`src/rtl/ffa_pkg.sv`:
```
`timescale 1ns / 1ps
// ---------------------------------------------------------------------------
// ffa_pkg
// Shared types and constants of the first-fit allocator.
// ---------------------------------------------------------------------------
package ffa_pkg;

	localparam int MaxSegmentsDefault = 32;
	localparam int AddrWidthDefault   = 16;
	localparam int CfgWidth           = 16;

	localparam logic [CfgWidth-1:0] ReservedSizeReset = 16'd1;
	localparam logic [CfgWidth-1:0] HeapLimitReset    = 16'd4096;

	localparam logic CMD_ALLOC = 1'b0;
	localparam logic CMD_FREE  = 1'b1;

	localparam logic CFG_RESERVED_SIZE = 1'b0;
	localparam logic CFG_HEAP_LIMIT    = 1'b1;

	typedef enum logic [1:0] {
		ST_OK         = 2'd0,
		ST_NO_SPACE   = 2'd1,
		ST_TABLE_FULL = 2'd2,
		ST_NOT_FOUND  = 2'd3
	} alloc_status_t;

	typedef enum logic [3:0] {
		S_IDLE, S_SCAN_RD, S_SCAN_CHK, S_NXT, S_MERGE, S_DN_RD, S_DN_WR,
		S_UP_RD, S_UP_WR, S_SPLIT1, S_SPLIT2, S_APPEND, S_FIN
	} ctrl_state_t;

	typedef enum logic [3:0] {
		DP_NONE, DP_LOAD, DP_SCAN_RD, DP_SCAN_CHK, DP_NXT, DP_MERGE, DP_DN_RD,
		DP_DN_WR, DP_UP_RD, DP_UP_WR, DP_SPLIT1, DP_SPLIT2, DP_APPEND, DP_FIN
	} dp_op_t;

	typedef struct packed {
		dp_op_t op;
	} ctrl_cmd_t;

	typedef struct packed {
		logic is_free;
		logic scan_end;
		logic fit;
		logic rest_zero;
		logic full;
		logic match;
		logic next_exists;
		logic k_zero;
		logic dn_end;
		logic up_end;
		logic out_free;
	} dp_status_t;

endpackage

```
`src/rtl/ffa_ctrl.sv`:
```
`timescale 1ns / 1ps
// ---------------------------------------------------------------------------
// ffa_ctrl
// Sequencer for scan, shift and merge steps of one request.
// ---------------------------------------------------------------------------
module ffa_ctrl
	import ffa_pkg::*;
(
	input  logic       clk,
	input  logic       arst_n,
	input  logic       s_tvalid,
	output logic       s_tready,
	input  dp_status_t status,
	output ctrl_cmd_t  cmd
);

	ctrl_state_t state_q, state_d;

	always_ff @(posedge clk or negedge arst_n) begin
		if (!arst_n) begin
			state_q <= S_IDLE;
		end else begin
			state_q <= state_d;
		end
	end

	always_comb begin
		state_d = state_q;
		case (state_q)
			S_IDLE:     if (s_tvalid) state_d = S_SCAN_RD;
			S_SCAN_RD: begin
				if (status.scan_end) state_d = status.is_free ? S_FIN : S_APPEND;
				else state_d = S_SCAN_CHK;
			end
			S_SCAN_CHK: begin
				if (status.is_free) begin
					if (!status.match) state_d = S_SCAN_RD;
					else state_d = status.next_exists ? S_NXT : S_MERGE;
				end else begin
					if (!status.fit) state_d = S_SCAN_RD;
					else if (status.rest_zero || status.full) state_d = S_FIN;
					else state_d = S_UP_RD;
				end
			end
			S_NXT:      state_d = S_MERGE;
			S_MERGE:    state_d = status.k_zero ? S_FIN : S_DN_RD;
			S_DN_RD:    state_d = status.dn_end ? S_FIN : S_DN_WR;
			S_DN_WR:    state_d = S_DN_RD;
			S_UP_RD:    state_d = status.up_end ? S_SPLIT1 : S_UP_WR;
			S_UP_WR:    state_d = S_UP_RD;
			S_SPLIT1:   state_d = S_SPLIT2;
			S_SPLIT2:   state_d = S_FIN;
			S_APPEND:   state_d = S_FIN;
			S_FIN:      if (status.out_free) state_d = S_IDLE;
			default:    state_d = S_IDLE;
		endcase
	end

	always_comb begin
		s_tready = 1'b0;
		cmd.op   = DP_NONE;
		case (state_q)
			S_IDLE: begin
				s_tready = 1'b1;
				if (s_tvalid) cmd.op = DP_LOAD;
			end
			S_SCAN_RD:  cmd.op = DP_SCAN_RD;
			S_SCAN_CHK: cmd.op = DP_SCAN_CHK;
			S_NXT:      cmd.op = DP_NXT;
			S_MERGE:    cmd.op = DP_MERGE;
			S_DN_RD:    cmd.op = DP_DN_RD;
			S_DN_WR:    cmd.op = DP_DN_WR;
			S_UP_RD:    cmd.op = DP_UP_RD;
			S_UP_WR:    cmd.op = DP_UP_WR;
			S_SPLIT1:   cmd.op = DP_SPLIT1;
			S_SPLIT2:   cmd.op = DP_SPLIT2;
			S_APPEND:   cmd.op = DP_APPEND;
			S_FIN:      if (status.out_free) cmd.op = DP_FIN;
			default:    cmd.op = DP_NONE;
		endcase
	end

endmodule

```
`src/rtl/ffa_dp.sv`:
```
`timescale 1ns / 1ps
// ---------------------------------------------------------------------------
// ffa_dp
// Segment table memory, scan registers, config registers and output stage.
// ---------------------------------------------------------------------------
module ffa_dp
	import ffa_pkg::*;
#(
	parameter int MAX_SEGMENTS = MaxSegmentsDefault,
	parameter int ADDR_WIDTH   = AddrWidthDefault
) (
	input  logic                  clk,
	input  logic                  arst_n,
	input  ctrl_cmd_t             cmd,
	output dp_status_t            status,
	input  logic                  in_cmd,
	input  logic [ADDR_WIDTH-1:0] in_size,
	input  logic [ADDR_WIDTH-1:0] in_where,
	input  logic                  cfg_wr_en,
	input  logic                  cfg_index,
	input  logic [CfgWidth-1:0]   cfg_wdata,
	output logic                  out_valid,
	input  logic                  out_ready,
	output logic [ADDR_WIDTH-1:0] out_addr,
	output logic [1:0]            out_status
);

	localparam int AW  = ADDR_WIDTH;
	localparam int EN  = 2 * AW + 1;
	localparam int CW  = $clog2(MAX_SEGMENTS + 1);
	localparam int IW  = $clog2(MAX_SEGMENTS);
	localparam int XW  = ((AW > CfgWidth) ? AW : CfgWidth) + 2;

	logic [EN-1:0] mem [MAX_SEGMENTS];
	logic [EN-1:0] rdata_s1;
	logic          rd_en, wr_en;
	logic [IW-1:0] rd_addr, wr_addr;
	logic [EN-1:0] wr_data;

	logic [CfgWidth-1:0] reserved_q, limit_q;
	logic [CW-1:0]       cnt_q, idx_q, dst_q;
	logic [1:0]          k_q;
	logic                cmd_q;
	logic [AW-1:0]       size_q, where_q, start_q, rest_q;
	logic [AW-1:0]       prev_start_q, prev_len_q, cur_len_q, nxt_len_q;
	logic                prev_used_q, nxt_used_q;
	logic [XW-1:0]       end_q;
	logic [AW-1:0]       res_addr_q;
	alloc_status_t       res_st_q;
	logic                out_valid_q;
	logic [AW-1:0]       out_addr_q;
	alloc_status_t       out_st_q;

	logic [AW-1:0] r_start, r_len;
	logic          r_used;
	logic          prev_free, nxt_free;
	logic [1:0]    k_d;
	logic [CW-1:0] p_d;
	logic [AW-1:0] merge_len, merge_start;
	logic [XW-1:0] app_base, app_end;
	logic [CW:0]   dn_src;

	assign r_start = rdata_s1[2*AW:AW+1];
	assign r_len   = rdata_s1[AW:1];
	assign r_used  = rdata_s1[0];

	assign prev_free   = (idx_q != '0) && !prev_used_q;
	assign nxt_free    = !nxt_used_q;
	assign k_d         = {1'b0, prev_free} + {1'b0, nxt_free};
	assign p_d         = prev_free ? (idx_q - 1'b1) : idx_q;
	assign merge_start = prev_free ? prev_start_q : where_q;
	assign merge_len   = (prev_free ? prev_len_q : '0) + cur_len_q + (nxt_free ? nxt_len_q : '0);
	assign app_base    = (cnt_q == '0) ? XW'(reserved_q) : end_q;
	assign app_end     = app_base + XW'(size_q);
	assign dn_src      = {1'b0, dst_q} + (CW + 1)'(k_q);

	always_comb begin
		status.is_free     = cmd_q == CMD_FREE;
		status.scan_end    = idx_q == cnt_q;
		status.fit         = !r_used && (r_len >= size_q);
		status.rest_zero   = r_len == size_q;
		status.full        = cnt_q == CW'(MAX_SEGMENTS);
		status.match       = r_used && (r_start == where_q);
		status.next_exists = (idx_q + 1'b1) != cnt_q;
		status.k_zero      = k_d == 2'd0;
		status.dn_end      = dn_src >= {1'b0, cnt_q};
		status.up_end      = dst_q == idx_q;
		status.out_free    = !out_valid_q || out_ready;
	end

	// memory port selection
	always_comb begin
		rd_en   = 1'b0;
		rd_addr = idx_q[IW-1:0];
		wr_en   = 1'b0;
		wr_addr = idx_q[IW-1:0];
		wr_data = rdata_s1;
		case (cmd.op)
			DP_SCAN_RD: rd_en = !status.scan_end;
			DP_SCAN_CHK: begin
				if (status.is_free) begin
					rd_en   = status.match && status.next_exists;
					rd_addr = IW'(idx_q + 1'b1);
				end else if (status.fit && status.rest_zero) begin
					wr_en   = 1'b1;
					wr_data = {r_start, r_len, 1'b1};
				end
			end
			DP_MERGE: begin
				wr_en   = 1'b1;
				wr_addr = p_d[IW-1:0];
				wr_data = {merge_start, merge_len, 1'b0};
			end
			DP_DN_RD: begin
				rd_en   = !status.dn_end;
				rd_addr = dn_src[IW-1:0];
			end
			DP_DN_WR: begin
				wr_en   = 1'b1;
				wr_addr = dst_q[IW-1:0];
			end
			DP_UP_RD: begin
				rd_en   = !status.up_end;
				rd_addr = IW'(dst_q - 1'b1);
			end
			DP_UP_WR: begin
				wr_en   = 1'b1;
				wr_addr = dst_q[IW-1:0];
			end
			DP_SPLIT1: begin
				wr_en   = 1'b1;
				wr_data = {start_q, size_q, 1'b1};
			end
			DP_SPLIT2: begin
				wr_en   = 1'b1;
				wr_addr = IW'(idx_q + 1'b1);
				wr_data = {start_q + size_q, rest_q, 1'b0};
			end
			DP_APPEND: begin
				wr_en   = (app_end <= XW'(limit_q)) && !status.full;
				wr_addr = cnt_q[IW-1:0];
				wr_data = {app_base[AW-1:0], size_q, 1'b1};
			end
			default: ;
		endcase
	end

	always_ff @(posedge clk) begin
		if (wr_en) mem[wr_addr] <= wr_data;
		if (rd_en) rdata_s1 <= mem[rd_addr];
	end

	always_ff @(posedge clk or negedge arst_n) begin
		if (!arst_n) begin
			reserved_q  <= ReservedSizeReset;
			limit_q     <= HeapLimitReset;
			cnt_q       <= '0;
			out_valid_q <= 1'b0;
		end else begin
			if (cfg_wr_en) begin
				if (cfg_index == CFG_RESERVED_SIZE) reserved_q <= cfg_wdata;
				else limit_q <= cfg_wdata;
			end
			if (out_valid_q && out_ready) out_valid_q <= 1'b0;
			case (cmd.op)
				DP_DN_RD:   if (status.dn_end) cnt_q <= cnt_q - CW'(k_q);
				DP_SPLIT2:  cnt_q <= cnt_q + 1'b1;
				DP_APPEND:  if (wr_en) cnt_q <= cnt_q + 1'b1;
				DP_FIN:     out_valid_q <= 1'b1;
				default: ;
			endcase
		end
	end

	// payload registers
	always_ff @(posedge clk) begin
		case (cmd.op)
			DP_LOAD: begin
				cmd_q       <= in_cmd;
				size_q      <= in_size;
				where_q     <= in_where;
				idx_q       <= '0;
				prev_used_q <= 1'b1;
			end
			DP_SCAN_RD: begin
				if (status.scan_end) begin
					res_st_q   <= ST_NOT_FOUND;
					res_addr_q <= '0;
				end
			end
			DP_SCAN_CHK: begin
				if (status.is_free) begin
					if (status.match) begin
						cur_len_q  <= r_len;
						nxt_used_q <= 1'b1;
					end else begin
						prev_start_q <= r_start;
						prev_len_q   <= r_len;
						prev_used_q  <= r_used;
						idx_q        <= idx_q + 1'b1;
					end
				end else if (status.fit) begin
					if (status.rest_zero) begin
						res_st_q   <= ST_OK;
						res_addr_q <= r_start;
					end else if (status.full) begin
						res_st_q   <= ST_TABLE_FULL;
						res_addr_q <= '0;
					end else begin
						start_q <= r_start;
						rest_q  <= r_len - size_q;
						dst_q   <= cnt_q;
					end
				end else begin
					end_q <= XW'(r_start) + XW'(r_len);
					idx_q <= idx_q + 1'b1;
				end
			end
			DP_NXT: begin
				nxt_len_q  <= r_len;
				nxt_used_q <= r_used;
			end
			DP_MERGE: begin
				k_q        <= k_d;
				dst_q      <= p_d + 1'b1;
				res_st_q   <= ST_OK;
				res_addr_q <= where_q;
			end
			DP_DN_WR: dst_q <= dst_q + 1'b1;
			DP_UP_WR: dst_q <= dst_q - 1'b1;
			DP_SPLIT2: begin
				res_st_q   <= ST_OK;
				res_addr_q <= start_q;
			end
			DP_APPEND: begin
				if (app_end > XW'(limit_q)) begin
					res_st_q   <= ST_NO_SPACE;
					res_addr_q <= '0;
				end else if (status.full) begin
					res_st_q   <= ST_TABLE_FULL;
					res_addr_q <= '0;
				end else begin
					res_st_q   <= ST_OK;
					res_addr_q <= app_base[AW-1:0];
				end
			end
			DP_FIN: begin
				out_addr_q <= res_addr_q;
				out_st_q   <= res_st_q;
			end
			default: ;
		endcase
	end

	assign out_valid  = out_valid_q;
	assign out_addr   = out_addr_q;
	assign out_status = out_st_q;

endmodule

```
`src/rtl/first_fit_allocator_unit.sv`:
```
`timescale 1ns / 1ps
// From request accept to result valid: a read and a check state per segment
// scanned, a read and a write state per entry moved when a split or merge
// shifts the table, then the finishing steps (append, split writes, merge
// write, output load); the output load waits while a result is still pending.
// One request at a time; the segment memory has a registered read.
// Reset: empty table, reserved_size 1, heap_limit 4096, no result pending.
// ---------------------------------------------------------------------------
// first_fit_allocator_unit
// First-fit heap allocator with coalescing over an ordered segment table.
// ---------------------------------------------------------------------------
module first_fit_allocator_unit
	import ffa_pkg::*;
#(
	parameter int MAX_SEGMENTS = MaxSegmentsDefault,
	parameter int ADDR_WIDTH   = AddrWidthDefault
) (
	input  logic                                   clk,
	input  logic                                   arst_n,
	input  logic                                   s_tvalid,
	output logic                                   s_tready,
	// request_size, block_address
	input  logic [((2*ADDR_WIDTH+7)/8)*8-1:0]      s_tdata,
	// cmd
	input  logic                                   s_tuser,
	output logic                                   m_tvalid,
	input  logic                                   m_tready,
	// address, status
	output logic [((ADDR_WIDTH+2+7)/8)*8-1:0]      m_tdata,
	input  logic                                   cfg_wr_en,
	input  logic                                   cfg_index,
	input  logic [CfgWidth-1:0]                    cfg_wdata
);

	localparam int OW = ((ADDR_WIDTH + 2 + 7) / 8) * 8;

	ctrl_cmd_t             cmd;
	dp_status_t            status;
	logic [ADDR_WIDTH-1:0] out_addr;
	logic [1:0]            out_status;

	ffa_ctrl u_ctrl (
		.clk      (clk),
		.arst_n   (arst_n),
		.s_tvalid (s_tvalid),
		.s_tready (s_tready),
		.status   (status),
		.cmd      (cmd)
	);

	ffa_dp #(
		.MAX_SEGMENTS (MAX_SEGMENTS),
		.ADDR_WIDTH   (ADDR_WIDTH)
	) u_dp (
		.clk        (clk),
		.arst_n     (arst_n),
		.cmd        (cmd),
		.status     (status),
		.in_cmd     (s_tuser),
		.in_size    (s_tdata[ADDR_WIDTH-1:0]),
		.in_where   (s_tdata[2*ADDR_WIDTH-1:ADDR_WIDTH]),
		.cfg_wr_en  (cfg_wr_en),
		.cfg_index  (cfg_index),
		.cfg_wdata  (cfg_wdata),
		.out_valid  (m_tvalid),
		.out_ready  (m_tready),
		.out_addr   (out_addr),
		.out_status (out_status)
	);

	assign m_tdata = OW'({out_status, out_addr});

endmodule
```
`config.mk`:
```
export PLATFORM = sky130hd
export DESIGN_NAME = first_fit_allocator_unit
export DESIGN_NICKNAME = d
export VERILOG_FILES = /design/src/rtl/ffa_pkg.sv /design/src/rtl/ffa_ctrl.sv /design/src/rtl/ffa_dp.sv /design/src/rtl/first_fit_allocator_unit.sv
export SDC_FILE = /design/constraint.sdc
export NUM_CORES = 2
export LEC_CHECK = 0
export BUFFER_PORTS_ARGS = -buffer_cell sky130_fd_sc_hd__buf_2
export CAP_MARGIN = 20
export CORE_AREA = 2 2 400 303
export DETAILED_ROUTE_END_ITERATION = 8
export DIE_AREA = 0 0 402 305
export PLACE_DENSITY = 0.65
export SLEW_MARGIN = 20
export SYNTH_ARGS = -nofsm -noshare
export SYNTH_HDL_FRONTEND = slang
export SYNTH_SLANG_ARGS = --single-unit
export TNS_END_PERCENT = 20
```
`constraint.sdc`:
```
create_clock -name clk -period 14.1 [get_ports clk]
set_input_delay 0.705 -clock clk [delete_from_list [all_inputs] [get_ports clk]]
set_output_delay 0.705 -clock clk [all_outputs]
set_load 0.01 [all_outputs]
```
After elaboration in Yosys (flattened, before gate mapping)
Memories as Yosys holds them, arrays and structs flattened. A register that Yosys moved wholly into a read port is not among the register bits.
Cells that the tools add are included.
Storage, ports and cells
  word-level logic and storage cells: 213
  bits of input ports: 55
  memories kept: 1
  register bits: 242
  RAM bits: 1056
Operators by class
  reduce and logical (&&, ||, !) cells: 46
  equal/unequal tests: 46
  $lt $le $gt $ge: 4
  muxes and demuxes: 71
  bitwise operators: 6
  add/sub/neg operators: 15
Memory list
  u_dp.mem: depth 32, bits a word 33, read ports 1, clocked after Yosys merged registers in 1, write ports 1, RTL line ffa_dp.sv:34  | logic [EN-1:0] mem [MAX_SEGMENTS];
Operators with widths (count)
  case mux 33 bit (5 select lines): 1
  2-to-1 mux 16 bit: 10
  case mux 16 bit (5 select lines): 1
  2-to-1 mux 6 bit: 10
  case mux 4 bit (13 select lines): 1
  adder 16 bit: 3
  case mux 4 bit (12 select lines): 1
  equality test 4 bit (second input constant): 11
  2-to-1 mux 4 bit: 10
  equality test 16 bit: 2
  equality test 4 x 3 -> 1 bit (second input constant): 8
  adder 6 x 1 -> 6 bit (second input constant): 4
  case mux 6 bit (4 select lines): 1
  AND reduction 3 bit: 7
  case mux 5 bit (4 select lines): 1
  AND reduction 5 bit: 4
  adder 18 x 16 -> 18 bit: 1
  > comparator 18 x 16 -> 1 bit: 1
  <= comparator 18 x 16 -> 1 bit: 1
  2-to-1 mux 18 bit: 1
  != test 2 bit (second input constant): 9
  case mux 6 bit (3 select lines): 1
  adder 16 x 16 -> 17 bit: 1
  equality test 4 x 2 -> 1 bit (second input constant): 4
  39 further kinds: 94

Logic depth before layout (Yosys ltp)
  word-level depth: 9
  mapped depth: 23
  depth with buffers taken out: 21

By module
From an unflattened synthesis, not the netlist that was laid out.
Unflattened totals
  cells, all modules: 4420
  area, all modules: 58680.0 um2
Modules (own cells, without submodules)
  ffa_dp: times used 1, cells each 4349, area an instance 58154.5 um2
  ffa_ctrl: times used 1, cells each 64, area an instance 476.7 um2
  first_fit_allocator_unit: times used 1, cells each 7, area an instance 48.8 um2

Least setup slack after synthesis
OpenSTA, ideal clock, no wires.
  path type: register -> register
  from: reg u_dp.cnt_q[1]
  to: mem u_dp.mem[31][0] in the netlist's numbering, enable pin
  data arrival time: 7.182 ns
  setup slack: 6.453 ns
  buffers on the path: 1
  stages on the path, launching flop included: 23
  clock period less this slack: 7.647 ns
  cell sequence: dfrtp_1 -> inv_1 -> nand4_1 -> nor3_2 -> clkbuf_1 -> mux2i_1 -> inv_1 -> ha_1 -> o21a_1 -> nor2_1 -> o31ai_1 -> or2_2 -> a21o_1 -> a21oi_1 -> xnor2_1 -> ha_1 -> nand4_1 -> a21oi_1 -> a2111oi_0 -> a311o_1 -> a31o_2 -> nand3_1 -> nor3_1
On the way
  word-level cells in the longest chain between the ends: 8
  elaborated cells on any way between the ends: 11
  classes of those cells: add/sub (1); order compare (1); eq/ne (1); mux (5); reduce/logical (3)
RTL lines
  from (decl): RTL line ffa_dp.sv:41  | logic [CW-1:0] cnt_q, idx_q, dst_q;
  from (signal assigned): RTL line ffa_dp.sv:166  | DP_DN_RD: if (status.dn_end) cnt_q <= cnt_q - CW'(k_q);
  from (signal assigned): RTL line ffa_dp.sv:167  | DP_SPLIT2: cnt_q <= cnt_q + 1'b1;
  from (signal assigned): RTL line ffa_dp.sv:168  | DP_APPEND: if (wr_en) cnt_q <= cnt_q + 1'b1;
  zero test 6 bit: RTL line ffa_dp.sv:73  | assign app_base = (cnt_q == '0) ? XW'(reserved_q) : end_q;
  2-to-1 mux 18 bit: RTL line ffa_dp.sv:73
  adder 18 x 16 -> 18 bit: RTL line ffa_dp.sv:74  | assign app_end = app_base + XW'(size_q);
  <= comparator 18 x 16 -> 1 bit: RTL line ffa_dp.sv:140  | wr_en = (app_end <= XW'(limit_q)) && !status.full;
  logical AND 1 bit: RTL line ffa_dp.sv:140
  case mux 1 bit (3 select lines): RTL line ffa_dp.sv:98  | case (cmd.op)
  2-to-1 mux 1 bit: RTL line ffa_dp.sv:149  | if (wr_en) mem[wr_addr] <= wr_data;
  2-to-1 mux 1 bit (not written as such): RTL line ffa_dp.sv:149
  to (decl): RTL line ffa_dp.sv:34
Parallel ways exist; a longest one is shown, timed or not.

Worst setup path in the final report
  from: reg u_dp.cnt_q[1]
  to: mem u_dp.mem[19][28] in the netlist's numbering, enable pin
Same word-level chain as after synthesis.

==> results.cfg <==
[logic_synthesis]
netlist_instances = 3717
yosys.area_share.simple_pct = 3.97
synth.area.top_cells = edfxtp_1 (65%), mux2i_1 (11%), mux2_2 (4.4%)
synthAdderAreaFrac_pct = 3.16
synth-main-ff-cell = edfxtp_1
synth_top_area_cell = edfxtp_1
synth_commonest_cells = edfxtp_1 (1287), mux2i_1 (620), mux2_2 (231)
ys_seq_area_share_pct = 67.3
syn_area_per_cell_um2 = 15.9
synth_cell_types = 84
synth_compound_area_share_pct = 6.19
synth_warnings = 0
ys_ff_latch = 1330
synth_top_family_by_area = multiplexers
synth-edff-count = 1287
synthArstFlopShare_pct = 3.23
synth.top_cell.area_share_pct = 65.4
muxShareOfSynthArea_pct = 15.0
yosysMostFrequentCell = edfxtp_1
synth_xor_xnor_area_share_pct = 1.84
synth_area_mm2 = 0.0591

[clock_tree]
post_cts_resized = 0
insertion_delay_ns = 0.76
cts_setup_buffers = 0
clock-sinks = 1330
cts_buffer_depth = 3
clock-root-buffer = clkbuf_16
htreeDepth = 4
cts_buffers = 130
hold_buffers = 0
clk_pin_slew_ns = 0.06
tritoncts = built

[critical_path]
endpoint_kind = flop
regToRegStartpoint = u_dp.cnt_q[1]$_DFFE_PN0P_
endpoint = u_dp.mem[19][28]$_DFFE_PP_
slowest_stage = nand3_1
crit_path_max_incr_delay_ns = 0.71
critical_path.startpoint = u_dp.cnt_q[1]$_DFFE_PN0P_
r2r_cells = 21
reg2reg_to = u_dp.mem[19][28]$_DFFE_PP_
path_class = flop to flop
cp_max_fo = 29
worstPathRequired_ns = 14.48
critPathLaunchType = flop
cp_num_cells = 21
cp_top_family = compound AO/OA/AOI/OAI gates
critPathArrivalTime_ns = 8.15
path_buf_inv = 3
regToRegSetupSlack_ns = 6.33
crit_path_cell_trace = inv_1 -> nand4_1 -> nor3_4 -> buf_4 -> mux2_2 -> ha_1 -> fa_1 -> a211oi_1 -> o211ai_1 -> and3_1 -> a21boi_0 -> xnor2_1 -> ha_1 -> nand4_1 -> a21oi_1 -> a2111oi_0 -> a311o_1 -> a31o_2 -> nand3_1 -> nor2_4 -> buf_4

[sta]
hold_slack_ns = 0.0949
period_minus_slack_ns = 7.77
rsz0062_at_grt = no
finalMaxSlewViolations = 0
finClkSkew_ns = 0.0302
setup_violations = 0
hold_viol = 0
tns_ns = 0
worstMarginPinSlew_ns = 1.17
fin_crit_sh_pct = 55.1
max_freq_mhz = 129
slew_headroom_pct = 22.3

[die]
die-area_mm2 = 0.123
fp.coreArea_mm2 = 0.119
rows = 110
ios = 81
die_h_um = 305
dieWidth_um = 402
start_util_pct = 49.7

[drt]
num_vias = 33300
ant_nets = 0
vias_per_cell = 6.04
routed_wl_mm = 152
drt_iter0_markers = 3995
drc_errors = 0
wire_per_inst_um = 27.7
drtPass1Iterations = 8

[placement]
io_buffers = 74
hpwl_mm = 99.0
place.gp.congestion = 0.915

[grt]
antenna_found_initial = 1
overflow = 0
grt_first_pass_wirelength_mm = 222
grt_pass1_vias = 31500
grtUsageTotal_pct = 24.8
grt_max_degree = 128

[cells_and_area]
area_growth_pct = 12.1
layout-drive-gt1-share_pct = 17.9
layout.nets = 4039
antenna_cells = 0

[power]
p_leak_uw = 0.0241
switching_power_uw = 6120
ir_drop_mv = 0.187
p_seq_share_pct = 38.2
p_clk_share_pct = 21.2
power.internal_uw = 10200
combPwrFrac_pct = 40.6
netSwitchingFraction_pct = 37.6
p_per_area_mw_per_mm2 = 246

[job]
maxCapViolations = 0

[hold_path]
hold_path_class = primary input to asynchronous set/reset pin

[status]
status = complete, no violations
[cell families after synthesis]
group,count (synthesis)
simple gates,448
compound gates,510
fa+ha+maj,136
buf+inv,312
flops,1330
xor+xnor,124
other cells,1
mux,856
[power groups by stage]
stage          Combinational, uW  Sequential [uW]  Clock, uW
2_1_floorplan               4230             6140          0
4_1_cts                     6540             6220       3510
6_report                    6620             6230       3460
5_1_grt                     7030             6260       3670
3_5_place_dp                6510             6300          0
3_3_place_gp                6430             6290          0
[through the flow]
stage | util [%] | total power (uW) | worst slack, ns | area [um^2] | instances
floorplan | - | 10400 | 6.45 | 59100 | 3722
global placement | 51.9 | 12700 | 6.40 | 61800 | 5273
detailed placement | 52.0 | 12800 | 6.32 | 61800 | 5276
CTS | 55.5 | 16300 | 6.29 | 66000 | 5504
global route | 55.7 | 17000 | 6.15 | 66200 | 5512
finish | 55.7 | 16300 | 6.33 | 66200 | 5512
[worst min-delay path by stage]
stage	from	to	slack, ns	cells past startpoint
6_report	arst_n	u_dp.cnt_q[0]$_DFFE_PN0P_	0.09	2
5_1_grt	s_tdata[22]	u_dp.where_q[6]$_DFFE_PN_	0.1	1
4_1_cts	arst_n	u_ctrl.state_q[2]$_DFFE_PN0P_	0.06	2
3_5_place_dp	u_dp.res_addr_q[15]$_DFFE_PP_	u_dp.out_addr[15]$_DFFE_PP_	0.40	0
3_3_place_gp	u_dp.res_st_q[1]$_DFFE_PP_	u_dp.out_status[1]$_DFFE_PP_	0.41	0
2_1_floorplan	u_dp.res_addr_q[0]$_DFFE_PP_	u_dp.out_addr[0]$_DFFE_PP_	0.40	0
[cells in the final DEF (no fill, tap or decap), drive strengths merged, types with 11 or more instances in the layout]
cell type  Yosys  routed
nor4          40      40
and3          12      12
o22ai         38      38
xor2          64      64
clkbuf        69     165
a222oi        21      21
and2          13      13
xnor2         60      60
a21o          21      21
a211oi        15      15
o221ai        20      20
nand2        137     137
nand2b        13      13
a21oi         99      99
o21ai         75      75
buf          102     165
nand3         34      34
inv          140     146
o21a          12      12
clkinv         1      44
ha           114     114
mux2i        620     620
edfxtp      1287    1287
mux2         236     236
nor2          99      99
nor3          32      32
fa            22      22
a22o         118     118
nor2b         23      23
a221oi        13      13
nand4         12      12
dfrtp         41      41
bufinv         0      11
[routing by layer]
metal	wire length, um	track usage [%]	vias to the layer above
li1	-	-	14700
met4	2500	5.64	0
met1	73000	39.9	17000
met5	0	0	-
met2	63500	34.2	1398
met3	13500	4.96	160
[layout make-up]
class	instances	area, um^2
Inverter	141	529
Multi-Input combinational cell	2080	18600
Timing Repair Buffer	165	1260
Clock inverter	63	659
Sequential cell	1330	39700
Tap cell	1568	1960
Fill cell	9306	52700
Clock buffer	165	3520
[registers in the layout, summed over array words and instances, names as in the netlist, 4 cells and up]
signal / count
u_dp.start_q: 16
u_dp.mem: 1056
u_dp.rest_q: 16
u_dp.cur_len_q: 16
u_dp.idx_q: 6
u_dp.end_q: 17
u_dp.prev_len_q: 16
u_dp.dst_q: 6
u_dp.prev_start_q: 16
u_dp.size_q: 16
u_dp.cnt_q: 6
u_ctrl.state_q: 4
u_dp.out_addr: 16
u_dp.res_addr_q: 16
u_dp.reserved_q: 16
u_dp.limit_q: 16
u_dp.nxt_len_q: 16
u_dp.where_q: 16
u_dp.rdata_s1: 33
(Power assumes the default switching activity.)
